File: config.mk
export PLATFORM = sky130hd
export DESIGN_NAME = ultrasonic_range_alarm_top
export DESIGN_NICKNAME = d
export VERILOG_FILES = /design/src/sv/ura_pkg.sv /design/src/sv/ura_csr.sv /design/src/sv/ura_range.sv /design/src/sv/ura_ctrl.sv /design/src/sv/ultrasonic_range_alarm_top.sv
export SDC_FILE = /design/constraint.sdc
export NUM_CORES = 1
export LEC_CHECK = 0
export BUFFER_PORTS_ARGS = -buffer_cell sky130_fd_sc_hd__clkbuf_2
export CAP_MARGIN = 40
export CORE_ASPECT_RATIO = 0.7
export CORE_MARGIN = 3
export CORE_UTILIZATION = 35
export DETAILED_ROUTE_END_ITERATION = 7
export PLACE_DENSITY = 0.6
export SKIP_LAST_GASP = 1
export SLEW_MARGIN = 5
export SYNTH_ARGS = -nofsm -noshare
export SYNTH_HDL_FRONTEND = slang
export SYNTH_SLANG_ARGS = --single-unit
File: constraint.sdc
create_clock -name clock -period 15.5 [get_ports clock]
set_input_delay 1.55 -clock clock [delete_from_list [all_inputs] [get_ports clock]]
set_output_delay 1.55 -clock clock [all_outputs]
set_load 0.02 [all_outputs]
File: src/sv/ura_pkg.sv
// ----------------------------------------------------------------------------
// ura_pkg
// Shared types and constants of the ultrasonic range alarm: event, phase,
// proximity and error codes, register map and the distance scaling constant.
// ----------------------------------------------------------------------------
package ura_pkg;

   localparam int ECHO_BITS  = 16;
   localparam int DIST_BITS  = 14;
   localparam int ADDR_BITS  = 3;
   localparam int DATA_BITS  = 32;

   // distance = floor(count * 343 / 2000) = (count * DIST_MULT) >> DIST_SHIFT,
   // exact for every 16-bit count
   localparam int DIST_MULT_BITS = 25;
   localparam logic [DIST_MULT_BITS-1:0] DIST_MULT = 25'd23018341;
   localparam int DIST_SHIFT = 27;
   localparam int PROD_BITS  = ECHO_BITS + DIST_MULT_BITS;

   localparam logic [DIST_BITS-1:0] DANGER_RESET  = 14'd550;
   localparam logic [DIST_BITS-1:0] WARNING_RESET = 14'd800;

   typedef enum logic [1:0] {
      MODE_ENABLE   = 2'd0,
      MODE_TRIG_END = 2'd1,
      MODE_OVERFLOW = 2'd2,
      MODE_ECHO     = 2'd3
   } mode_type;

   typedef enum logic [1:0] {
      PH_STOPPED = 2'd0,
      PH_WAITING = 2'd1,
      PH_RUNNING = 2'd2
   } phase_type;

   typedef enum logic [1:0] {
      PROX_SAFE    = 2'd0,
      PROX_WARNING = 2'd1,
      PROX_DANGER  = 2'd2
   } prox_type;

   typedef enum logic [1:0] {
      ERR_OK      = 2'd0,
      ERR_BUSY    = 2'd1,
      ERR_INVALID = 2'd2
   } err_type;

   typedef enum logic {
      REG_DANGER  = 1'b0,
      REG_WARNING = 1'b1
   } reg_idx_type;

   // event held in the input register
   typedef struct packed {
      mode_type                mode;
      logic [ECHO_BITS-1:0]    count;
      logic [DIST_BITS-1:0]    dist_mm;
   } item_type;

   typedef struct packed {
      logic [DIST_BITS-1:0] danger_mm;
      logic [DIST_BITS-1:0] warning_mm;
   } thresh_type;

endpackage

File: src/sv/ura_csr.sv
// ----------------------------------------------------------------------------
// ura_csr
// Threshold registers behind the APB-style configuration port.
// ----------------------------------------------------------------------------
module ura_csr (
   input  logic                            clock,
   input  logic                            reset,
   input  logic                            psel,
   input  logic                            penable,
   input  logic                            pwrite,
   input  logic [ura_pkg::ADDR_BITS-1:0]   paddr,
   input  logic [ura_pkg::DATA_BITS-1:0]   pwdata,
   output logic [ura_pkg::DATA_BITS-1:0]   prdata,
   output logic                            pready,
   output ura_pkg::thresh_type             thresh
);

   logic [ura_pkg::DIST_BITS-1:0] danger_ff, danger_in;
   logic [ura_pkg::DIST_BITS-1:0] warning_ff, warning_in;
   ura_pkg::reg_idx_type          idx;
   logic                          wr_en;

   assign pready = 1'b1;
   assign idx    = ura_pkg::reg_idx_type'(paddr[2]);
   assign wr_en  = psel & penable & pwrite & pready;

   always_comb begin
      danger_in  = danger_ff;
      warning_in = warning_ff;
      if (wr_en) begin
         unique case (idx)
            ura_pkg::REG_DANGER: begin
               danger_in = pwdata[ura_pkg::DIST_BITS-1:0];
            end
            ura_pkg::REG_WARNING: begin
               warning_in = pwdata[ura_pkg::DIST_BITS-1:0];
            end
            default: begin
               danger_in = danger_ff;
            end
         endcase
      end
   end

   always_ff @(posedge clock) begin
      if (reset) begin
         danger_ff  <= ura_pkg::DANGER_RESET;
         warning_ff <= ura_pkg::WARNING_RESET;
      end else begin
         danger_ff  <= danger_in;
         warning_ff <= warning_in;
      end
   end

   always_comb begin
      prdata = '0;
      unique case (idx)
         ura_pkg::REG_DANGER: begin
            prdata[ura_pkg::DIST_BITS-1:0] = danger_ff;
         end
         ura_pkg::REG_WARNING: begin
            prdata[ura_pkg::DIST_BITS-1:0] = warning_ff;
         end
         default: begin
            prdata = '0;
         end
      endcase
   end

   assign thresh.danger_mm  = danger_ff;
   assign thresh.warning_mm = warning_ff;

endmodule

File: src/sv/ura_range.sv
// ----------------------------------------------------------------------------
// ura_range
// Input register: captures the event and the distance scaled from its count.
// ----------------------------------------------------------------------------
module ura_range #(
   parameter int COUNT_BITS = 16
) (
   input  logic                            clock,
   input  logic                            reset,
   input  logic                            req_valid,
   output logic                            req_ready,
   input  logic [1:0]                      req_mode,
   input  logic [ura_pkg::ECHO_BITS-1:0]   req_echo_count,
   output logic                            item_valid,
   input  logic                            item_ready,
   output ura_pkg::item_type               item
);

   localparam int UsedBits = (COUNT_BITS < ura_pkg::ECHO_BITS) ? COUNT_BITS
                                                               : ura_pkg::ECHO_BITS;
   localparam logic [ura_pkg::ECHO_BITS-1:0] CountMask =
      ura_pkg::ECHO_BITS'((33'd1 << UsedBits) - 33'd1);

   logic                              valid_ff, valid_in;
   ura_pkg::item_type                 item_ff;
   logic [ura_pkg::ECHO_BITS-1:0]     count;
   logic [ura_pkg::PROD_BITS-1:0]     prod;
   logic                              load;

   assign req_ready = ~valid_ff | item_ready;
   assign load      = req_valid & req_ready;

   assign count = req_echo_count & CountMask;
   assign prod  = ura_pkg::PROD_BITS'(count) * ura_pkg::PROD_BITS'(ura_pkg::DIST_MULT);

   always_comb begin
      if (load) begin
         valid_in = 1'b1;
      end else if (item_ready) begin
         valid_in = 1'b0;
      end else begin
         valid_in = valid_ff;
      end
   end

   always_ff @(posedge clock) begin
      if (reset) begin
         valid_ff <= 1'b0;
      end else begin
         valid_ff <= valid_in;
      end
   end

   always_ff @(posedge clock) begin
      if (load) begin
         item_ff.mode    <= ura_pkg::mode_type'(req_mode);
         item_ff.count   <= count;
         item_ff.dist_mm <= prod[ura_pkg::DIST_SHIFT +: ura_pkg::DIST_BITS];
      end
   end

   assign item_valid = valid_ff;
   assign item       = item_ff;

endmodule

File: src/sv/ura_ctrl.sv
// ----------------------------------------------------------------------------
// ura_ctrl
// Ranging state, threshold classification and the result register.
// ----------------------------------------------------------------------------
module ura_ctrl (
   input  logic                            clock,
   input  logic                            reset,
   input  logic                            item_valid,
   output logic                            item_ready,
   input  ura_pkg::item_type               item,
   input  ura_pkg::thresh_type             thresh,
   output logic                            rsp_valid,
   input  logic                            rsp_ready,
   output logic [1:0]                      rsp_error_code,
   output logic                            rsp_trigger_level,
   output logic [1:0]                      rsp_phase,
   output logic [ura_pkg::DIST_BITS-1:0]   rsp_distance_mm,
   output logic [ura_pkg::ECHO_BITS-1:0]   rsp_echo_time,
   output logic [1:0]                      rsp_proximity,
   output logic                            rsp_no_echo,
   output logic                            rsp_danger_alert
);

   ura_pkg::phase_type               phase_ff, phase_in;
   logic                             trigger_ff, trigger_in;
   logic [ura_pkg::ECHO_BITS-1:0]    time_ff, time_in;
   logic [ura_pkg::DIST_BITS-1:0]    dist_ff, dist_in;
   ura_pkg::prox_type                prox_ff, prox_in;
   logic                             latched_ff, latched_in;
   logic                             no_echo_ff, no_echo_in;
   ura_pkg::err_type                 err;
   logic                             alert;

   logic                             rsp_valid_ff, rsp_valid_in;
   ura_pkg::err_type                 rsp_err_ff;
   logic                             rsp_alert_ff;
   logic                             take;

   assign item_ready = ~rsp_valid_ff | rsp_ready;
   assign take       = item_valid & item_ready;

   // next phase
   always_comb begin
      phase_in = phase_ff;
      unique case (item.mode)
         ura_pkg::MODE_ENABLE: begin
            if (phase_ff == ura_pkg::PH_STOPPED) phase_in = ura_pkg::PH_RUNNING;
         end
         ura_pkg::MODE_TRIG_END: begin
            phase_in = phase_ff;
         end
         ura_pkg::MODE_OVERFLOW: begin
            if (phase_ff == ura_pkg::PH_STOPPED || phase_ff == ura_pkg::PH_RUNNING) begin
               phase_in = ura_pkg::PH_RUNNING;
            end
         end
         ura_pkg::MODE_ECHO: begin
            if (phase_ff == ura_pkg::PH_RUNNING) phase_in = ura_pkg::PH_STOPPED;
         end
         default: begin
            phase_in = phase_ff;
         end
      endcase
   end

   // readings, error and alert
   always_comb begin
      err        = ura_pkg::ERR_OK;
      alert      = 1'b0;
      trigger_in = trigger_ff;
      time_in    = time_ff;
      dist_in    = dist_ff;
      prox_in    = prox_ff;
      latched_in = latched_ff;
      no_echo_in = no_echo_ff;
      unique case (item.mode)
         ura_pkg::MODE_ENABLE: begin
            if (phase_ff == ura_pkg::PH_STOPPED) trigger_in = 1'b1;
            else err = ura_pkg::ERR_BUSY;
         end
         ura_pkg::MODE_TRIG_END: begin
            if (phase_ff == ura_pkg::PH_RUNNING) trigger_in = 1'b0;
            else err = ura_pkg::ERR_INVALID;
         end
         ura_pkg::MODE_OVERFLOW: begin
            if (phase_ff == ura_pkg::PH_RUNNING) begin
               no_echo_in = 1'b1;
               time_in    = '1;
               dist_in    = '1;
               trigger_in = 1'b1;
            end else if (phase_ff == ura_pkg::PH_STOPPED) begin
               trigger_in = 1'b1;
            end else begin
               err = ura_pkg::ERR_INVALID;
            end
         end
         ura_pkg::MODE_ECHO: begin
            if (phase_ff == ura_pkg::PH_RUNNING) begin
               trigger_in = 1'b0;
               time_in    = item.count;
               dist_in    = item.dist_mm;
               no_echo_in = 1'b0;
               if (item.dist_mm <= thresh.danger_mm) begin
                  prox_in    = ura_pkg::PROX_DANGER;
                  latched_in = 1'b1;
                  alert      = ~latched_ff;
               end else if (item.dist_mm <= thresh.warning_mm) begin
                  prox_in    = ura_pkg::PROX_WARNING;
                  latched_in = 1'b0;
               end else begin
                  prox_in    = ura_pkg::PROX_SAFE;
                  latched_in = 1'b0;
               end
            end else begin
               err = ura_pkg::ERR_INVALID;
            end
         end
         default: begin
            err = ura_pkg::ERR_INVALID;
         end
      endcase
   end

   always_comb begin
      if (take) begin
         rsp_valid_in = 1'b1;
      end else if (rsp_ready) begin
         rsp_valid_in = 1'b0;
      end else begin
         rsp_valid_in = rsp_valid_ff;
      end
   end

   always_ff @(posedge clock) begin
      if (reset) begin
         rsp_valid_ff <= 1'b0;
         phase_ff     <= ura_pkg::PH_STOPPED;
         trigger_ff   <= 1'b0;
         time_ff      <= '0;
         dist_ff      <= '0;
         prox_ff      <= ura_pkg::PROX_SAFE;
         latched_ff   <= 1'b0;
         no_echo_ff   <= 1'b0;
      end else begin
         rsp_valid_ff <= rsp_valid_in;
         if (take) begin
            phase_ff   <= phase_in;
            trigger_ff <= trigger_in;
            time_ff    <= time_in;
            dist_ff    <= dist_in;
            prox_ff    <= prox_in;
            latched_ff <= latched_in;
            no_echo_ff <= no_echo_in;
         end
      end
   end

   // the state registers already carry the post-event readings; hold the rest
   always_ff @(posedge clock) begin
      if (take) begin
         rsp_err_ff   <= err;
         rsp_alert_ff <= alert;
      end
   end

   assign rsp_valid         = rsp_valid_ff;
   assign rsp_error_code    = rsp_err_ff;
   assign rsp_trigger_level = trigger_ff;
   assign rsp_phase         = phase_ff;
   assign rsp_distance_mm   = dist_ff;
   assign rsp_echo_time     = time_ff;
   assign rsp_proximity     = prox_ff;
   assign rsp_no_echo       = no_echo_ff;
   assign rsp_danger_alert  = rsp_alert_ff;

endmodule

File: src/sv/ultrasonic_range_alarm_top.sv
// ----------------------------------------------------------------------------
// ultrasonic_range_alarm_top
// Echo-ranging controller with danger/warning classification and alert.
// ----------------------------------------------------------------------------
// Takes one event beat per clock unless stalled (enable, trigger end, timer
// overflow, echo) and returns one result beat for each: the input register
// captures the event and the distance scaled from its count by a constant
// multiplier, and the result register holds the phase, trigger level, last
// readings, classification and a one-shot danger alert. req_ready follows
// rsp_ready combinationally, so a stalled result stops the input only when
// both registers are full. The user must write thresholds through the
// configuration port only while no event is in flight; it is not enforced.
// ----------------------------------------------------------------------------
module ultrasonic_range_alarm_top #(
   parameter int COUNT_BITS = 16
) (
   input  logic                            clock,
   input  logic                            reset,
   input  logic                            req_valid,
   output logic                            req_ready,
   input  logic [1:0]                      req_mode,
   input  logic [ura_pkg::ECHO_BITS-1:0]   req_echo_count,
   output logic                            rsp_valid,
   input  logic                            rsp_ready,
   output logic [1:0]                      rsp_error_code,
   output logic                            rsp_trigger_level,
   output logic [1:0]                      rsp_phase,
   output logic [ura_pkg::DIST_BITS-1:0]   rsp_distance_mm,
   output logic [ura_pkg::ECHO_BITS-1:0]   rsp_echo_time,
   output logic [1:0]                      rsp_proximity,
   output logic                            rsp_no_echo,
   output logic                            rsp_danger_alert,
   input  logic                            psel,
   input  logic                            penable,
   input  logic                            pwrite,
   input  logic [ura_pkg::ADDR_BITS-1:0]   paddr,
   input  logic [ura_pkg::DATA_BITS-1:0]   pwdata,
   output logic [ura_pkg::DATA_BITS-1:0]   prdata,
   output logic                            pready
);

   ura_pkg::thresh_type  thresh;
   ura_pkg::item_type    item;
   logic                 item_valid;
   logic                 item_ready;

   ura_csr u_csr (
      .clock   (clock),
      .reset   (reset),
      .psel    (psel),
      .penable (penable),
      .pwrite  (pwrite),
      .paddr   (paddr),
      .pwdata  (pwdata),
      .prdata  (prdata),
      .pready  (pready),
      .thresh  (thresh)
   );

   ura_range #(
      .COUNT_BITS (COUNT_BITS)
   ) u_range (
      .clock          (clock),
      .reset          (reset),
      .req_valid      (req_valid),
      .req_ready      (req_ready),
      .req_mode       (req_mode),
      .req_echo_count (req_echo_count),
      .item_valid     (item_valid),
      .item_ready     (item_ready),
      .item           (item)
   );

   ura_ctrl u_ctrl (
      .clock             (clock),
      .reset             (reset),
      .item_valid        (item_valid),
      .item_ready        (item_ready),
      .item              (item),
      .thresh            (thresh),
      .rsp_valid         (rsp_valid),
      .rsp_ready         (rsp_ready),
      .rsp_error_code    (rsp_error_code),
      .rsp_trigger_level (rsp_trigger_level),
      .rsp_phase         (rsp_phase),
      .rsp_distance_mm   (rsp_distance_mm),
      .rsp_echo_time     (rsp_echo_time),
      .rsp_proximity     (rsp_proximity),
      .rsp_no_echo       (rsp_no_echo),
      .rsp_danger_alert  (rsp_danger_alert)
   );

`ifndef SYNTHESIS
   // an alert only comes with a clean danger reading
   a_alert_danger: assert property (@(posedge clock) disable iff (reset)
      rsp_valid && rsp_danger_alert |->
         rsp_proximity == ura_pkg::PROX_DANGER && rsp_error_code == ura_pkg::ERR_OK)
      else $error("danger alert without a danger reading");

   // a missed echo forces both readings to all ones
   a_no_echo_fill: assert property (@(posedge clock) disable iff (reset)
      rsp_valid && rsp_no_echo |-> rsp_echo_time == '1 && rsp_distance_mm == '1)
      else $error("no-echo result with live readings");

   // trigger is low whenever ranging is stopped
   a_stopped_trigger: assert property (@(posedge clock) disable iff (reset)
      rsp_valid && rsp_phase == ura_pkg::PH_STOPPED |-> !rsp_trigger_level)
      else $error("trigger high while stopped");

   // the result after an accepted alert never carries an alert with an error code
   a_alert_once: assert property (@(posedge clock) disable iff (reset)
      rsp_valid && rsp_ready && rsp_danger_alert |=>
         !(rsp_valid && rsp_danger_alert && rsp_error_code != ura_pkg::ERR_OK))
      else $error("alert on an error result");
`endif

endmodule

---- After elaboration in Yosys (flattened, before gate mapping) ----
Index checks and enable logic that the tools add are counted.
W data, S select, Z words.
cells by class
  $mul .................................... 1
  magnitude comparators ................... 2
  eq/ne operators ......................... 9
  mux-type cells .......................... 29
  bitwise operators ....................... 11
  reductions and logical operators ........ 14
operators with widths
  kind                      count
  $pmux W14 S2              2
  $mul A16 B25 Y41 const B  1
  $mux W16                  2
  $pmux W16 S2              1
  $le A14 B14 Y1            2
  $mux W14                  2
  $mux W2                   7
  $pmux W2 S3               2
  $mux W1                   11
  $ne A2 B1 Y1 const B      5
  $eq A2 B2 Y1 const B      3
  $reduce_and A2 Y1         3
  $reduce_and A3 Y1         2
  $reduce_bool A2 Y1        3
  $not A1 Y1                5
  $reduce_and A5 Y1         1
  $and A1 B1 Y1             4
  $logic_not A2 Y1          2
  $reduce_and A4 Y1         1
  $pmux W1 S3               1
  $eq A2 B1 Y1 const B      1
  $or A1 B1 Y1              2
  $pmux W1 S2               1
  $reduce_or A2 Y1          1
  $logic_or A1 B1 Y1        1
word-level totals
  flip-flop bits (word level) ............. 102
  input bits .............................. 60

---- Depth between registers and ports, before layout ----
  word-level depth ........................ 5
  gate-level depth with buffers ........... 20
  mapped depth without buffers ............ 20

---- Hierarchy ----
From an unflattened synthesis, not the netlist that was laid out.
unflattened totals
  cells, all modules ...................... 1203
  area, all modules ....................... 11936.4 sq um
modules (own cells, without submodules)
  module     times used  cells each  area an instance (sq um)  sequential area each (sq um)
  ura_range  1           785         8155.3                    980.9
  ura_ctrl   1           269         2277.2                    810.8
  ura_csr    1           149         1503.9                    560.5

---- Worst setup path before layout ----
Ideal clock, no wire load.
  kind .................................... input to register
  from .................................... input port req_echo_count[4] (netlist bit)
  to ...................................... register u_range.item_ff (netlist bit u_range.item[13]) (data pin)
  arrival time ............................ 6518 ps
  data required time ...................... 15240 ps
  setup slack ............................. 8722 ps
  stages on the path ...................... 18
  cells stage by stage .................... fa_1 > inv_1 > fa_1 > fa_1 > inv_1 > fa_1 > inv_1 > fa_1 > fa_1 > inv_1 > ha_1 > and3_1 > and3_1 > a31oi_1 > a211oi_2 > or3_4 > a221oi_2 > xnor2_1
on the way
  word-level cells in the longest chain between the ends .. 1
ends and longest elaborated chain
  item                        RTL line                          source
  start, declared             ultrasonic_range_alarm_top.sv:22  input logic [ura_pkg::ECHO_BITS-1:0] req_echo_count,
  $mul A16 B25 Y41            ura_range.sv:34                   assign prod = ura_pkg::PROD_BITS'(count) * ura_pkg::PROD_BITS'(ura_pkg::DIST_MULT);
  via u_range.prod (one bit)  ura_range.sv:27                   logic [ura_pkg::PROD_BITS-1:0] prod;
  end, declared               ura_range.sv:25                   ura_pkg::item_type item_ff;
The timed path passes the listed nets, and every way through them passes these cells.
A chain may end at the register's enable or synchronous reset.

---- Worst setup path in the final report ----
  from .................................... input port req_echo_count[4] (netlist bit)
  to ...................................... register u_range.item_ff (netlist bit u_range.item[10]) (data pin)
Same word-level chain as after synthesis.

==> flow_summary.yaml <==
cells_and_area:
  utilization: 0.397
  fillerInstances: 3171
  final_cell_mix: "inv_1, ha_1, fa_1"
  layout_commonest_cell: "inv_1"
  diodes: 0
  multi_input_area_um2: 7830
  regArea_um2: 2350
  syn_to_final_growth_pct: 10.0
  final_layout_size_suffix_gt1_frac: 0.0986
  fin_cells: 1718
  nets: 1686
place:
  numPortBuffers: 93
  dpl.cell_count: 1702
  globalplace.congestion: 0.936
  dp_hpwl_mm: 24.5
synth:
  synthXorXnorAreaFrac: 0.0115
  yosys.area.top_type: "fa_1"
  ys_seq_area_frac: 0.206
  synthMuxAreaShare: 0.00186
  synth_area_um2: 11400
  synth_top_area_frac: 0.271
  ys.flop_type: "dfxtp_1"
  synth_top_family_by_area: "adder cells"
  synth_cells: 1213
  yosys.area_share.simple: 0.105
  synthArstFlopShare: 0
  synth_cell_types: 55
  synthAdderAreaFrac: 0.466
  synth_area_leaders: "fa_1, ha_1, dfxtp_1, inv_1, edfxtp_1"
  ys_seq_elements: 100
  yosysWarnings: 0
  synth-edff-count: 35
  syn_area_per_cell_um2: 9.43
  synth_compound_area_frac: 0.0938
sta:
  min_period_ns: 7.30
  worstMarginPinSlew_ns: 0.701
  max-slew-margin-rel: 0.532
  drv_slew: 0
  finalCritPeriodShare: 0.471
  final.setup_skew_ns: 0.0142
  final_hold_viol_count: 0
  setup_viol_count_final: 0
  fmax_ghz: 0.137
  rsz0062_at_grt: "no"
  setup_tns_ns: 0
critical_path:
  endpoint_kind: "register"
  start_kind: "primary input"
  criticalPathCategory: "in2reg"
  crit_required_ns: 15.65
  crit_fanout: 7
  worstPathArrival_ns: 7.46
drt:
  ant_nets: 0
  drc: 0
  routed_wl_mm: 28.7
  firstDrtPassIters: 5
  num_vias: 8230
  routedWlPerCell_um: 16.7
  drt_iter0_drc: 627
  via_per_inst: 4.79
clocking:
  clock_path_buffers: 2
  postCtsHoldBufs: 0
  cts_tree: "built"
  cts.clk_slew.worst_paths_ns: 0.08
  clockRootBuffer: "clkbuf_16"
  clock-sinks: 100
  insertion_delay_ns: 0.35
  post_cts_buffers: 0
  post_cts_resize_count: 0
  cts-buffers-inserted: 9
  htreeDepth: 3
floorplan:
  core_area_um2: 31700
  ioPinCount: 134
  dieWidth_um: 222
  row_count: 54
  die_y_um: 157
  dieArea_um2: 34900
  start_util: 0.361
global_route:
  grt_pass1_vias: 8057
  antenna_found_initial: 0
  grt_max_degree: 67
  grt_first_pass_wirelength_mm: 45.1
  gr-total-overflow: 0
  gr-usage-all-layers: 0.166
outcome:
  status: "finished, final reports clean"
worst_hold_path:
  holdCritPathClass: "reg2reg"
run:
  maxCapViolCount: 0
[cell type report]
| cell class | count | area share |
|---|---|---|
| clock buffer | 9 | 0.0179 |
| clock inverter | 7 | 0.00597 |
| inverter | 281 | 0.0838 |
| multi-input combinational | 802 | 0.622 |
| sequential | 100 | 0.187 |
| tap | 420 | 0.0418 |
| timing repair buffer | 99 | 0.0412 |
[critical path: stages]
cell,delay [ns]
clkbuf_2,0.22
fa_1,0.69
inv_1,0.12
fa_1,0.50
fa_1,0.54
inv_1,0.06
fa_1,0.47
inv_1,0.06
fa_1,0.51
fa_1,0.55
inv_1,0.05
ha_1,0.35
and3_1,0.23
nand2_1,0.09
o221a_4,0.31
a2111o_1,0.44
a31oi_2,0.24
o2111ai_1,0.17
a211oi_2,0.29
[worst paths after layout]
check                                    startpoint             endpoint  slack, ns  cells after the start
worst max-delay path              req_echo_count[4]     u_range.item[10]       8.20                     19
worst min-delay path            u_csr.danger_ff[10]  u_csr.danger_ff[10]       0.46                      2
worst max register to register     u_ctrl.rsp_valid   u_ctrl.rsp_no_echo      13.34                      6
worst min register to register  u_csr.danger_ff[10]  u_csr.danger_ff[10]       0.46                      2
[synthesized netlist by cell type (7+ instances only)]
cell and count:
inv_1 281, ha_1 178, fa_1 155, nor2_1 87, nand2_1 85, dfxtp_1 65, a21oi_1 57, nor3_1 36
edfxtp_1 35, o21ai_0 30, clkbuf_1 23, buf_4 21, a21o_1 18, nand4_1 13, nand3_1 11, xnor2_1 10
a211o_1 9, nor2b_1 9, and3_1 7, o21a_1 7, o21bai_1 7
[flip-flops by register name, summed over array words and instances (netlist names), 2 cells and up]
signal                  count
u_csr.warning_ff           14
u_csr.danger_ff            14
u_range.item               32
u_ctrl.rsp_error_code       2
u_ctrl.rsp_echo_time       16
u_ctrl.rsp_distance_mm     14
[metal layers]
metal,wire [um],vias up,global-route usage
met1,14800,3982,0.260
met3,2320,15,0.0472
met4,259,0,0.0244
met5,0,-,0
met2,11300,235,0.229
li1,-,3998,-
[cells by family after synthesis]
group | after synthesis
AOI/OAI and AO/OA | 164
xor gates and xnor gates | 15
adders and majority gates | 333
buffers and inverters | 329
DFF | 100
muxes | 2
other | 2
and+or+nand+nor | 268
[per-stage QoR]
step	area [um^2]	setup slack (ns)	hold slack (ns)
after floorplan	11500	8.72	0.436
after global placement	12300	7.84	0.442
after detailed placement	12300	7.83	0.447
after CTS	12600	8.18	0.458
after global routing	12600	7.97	0.475
final	12600	8.20	0.464
Power is left out: the tool's default activity adds up to more than one toggle a clock period on the data nets, which glitch-free logic cannot reach.
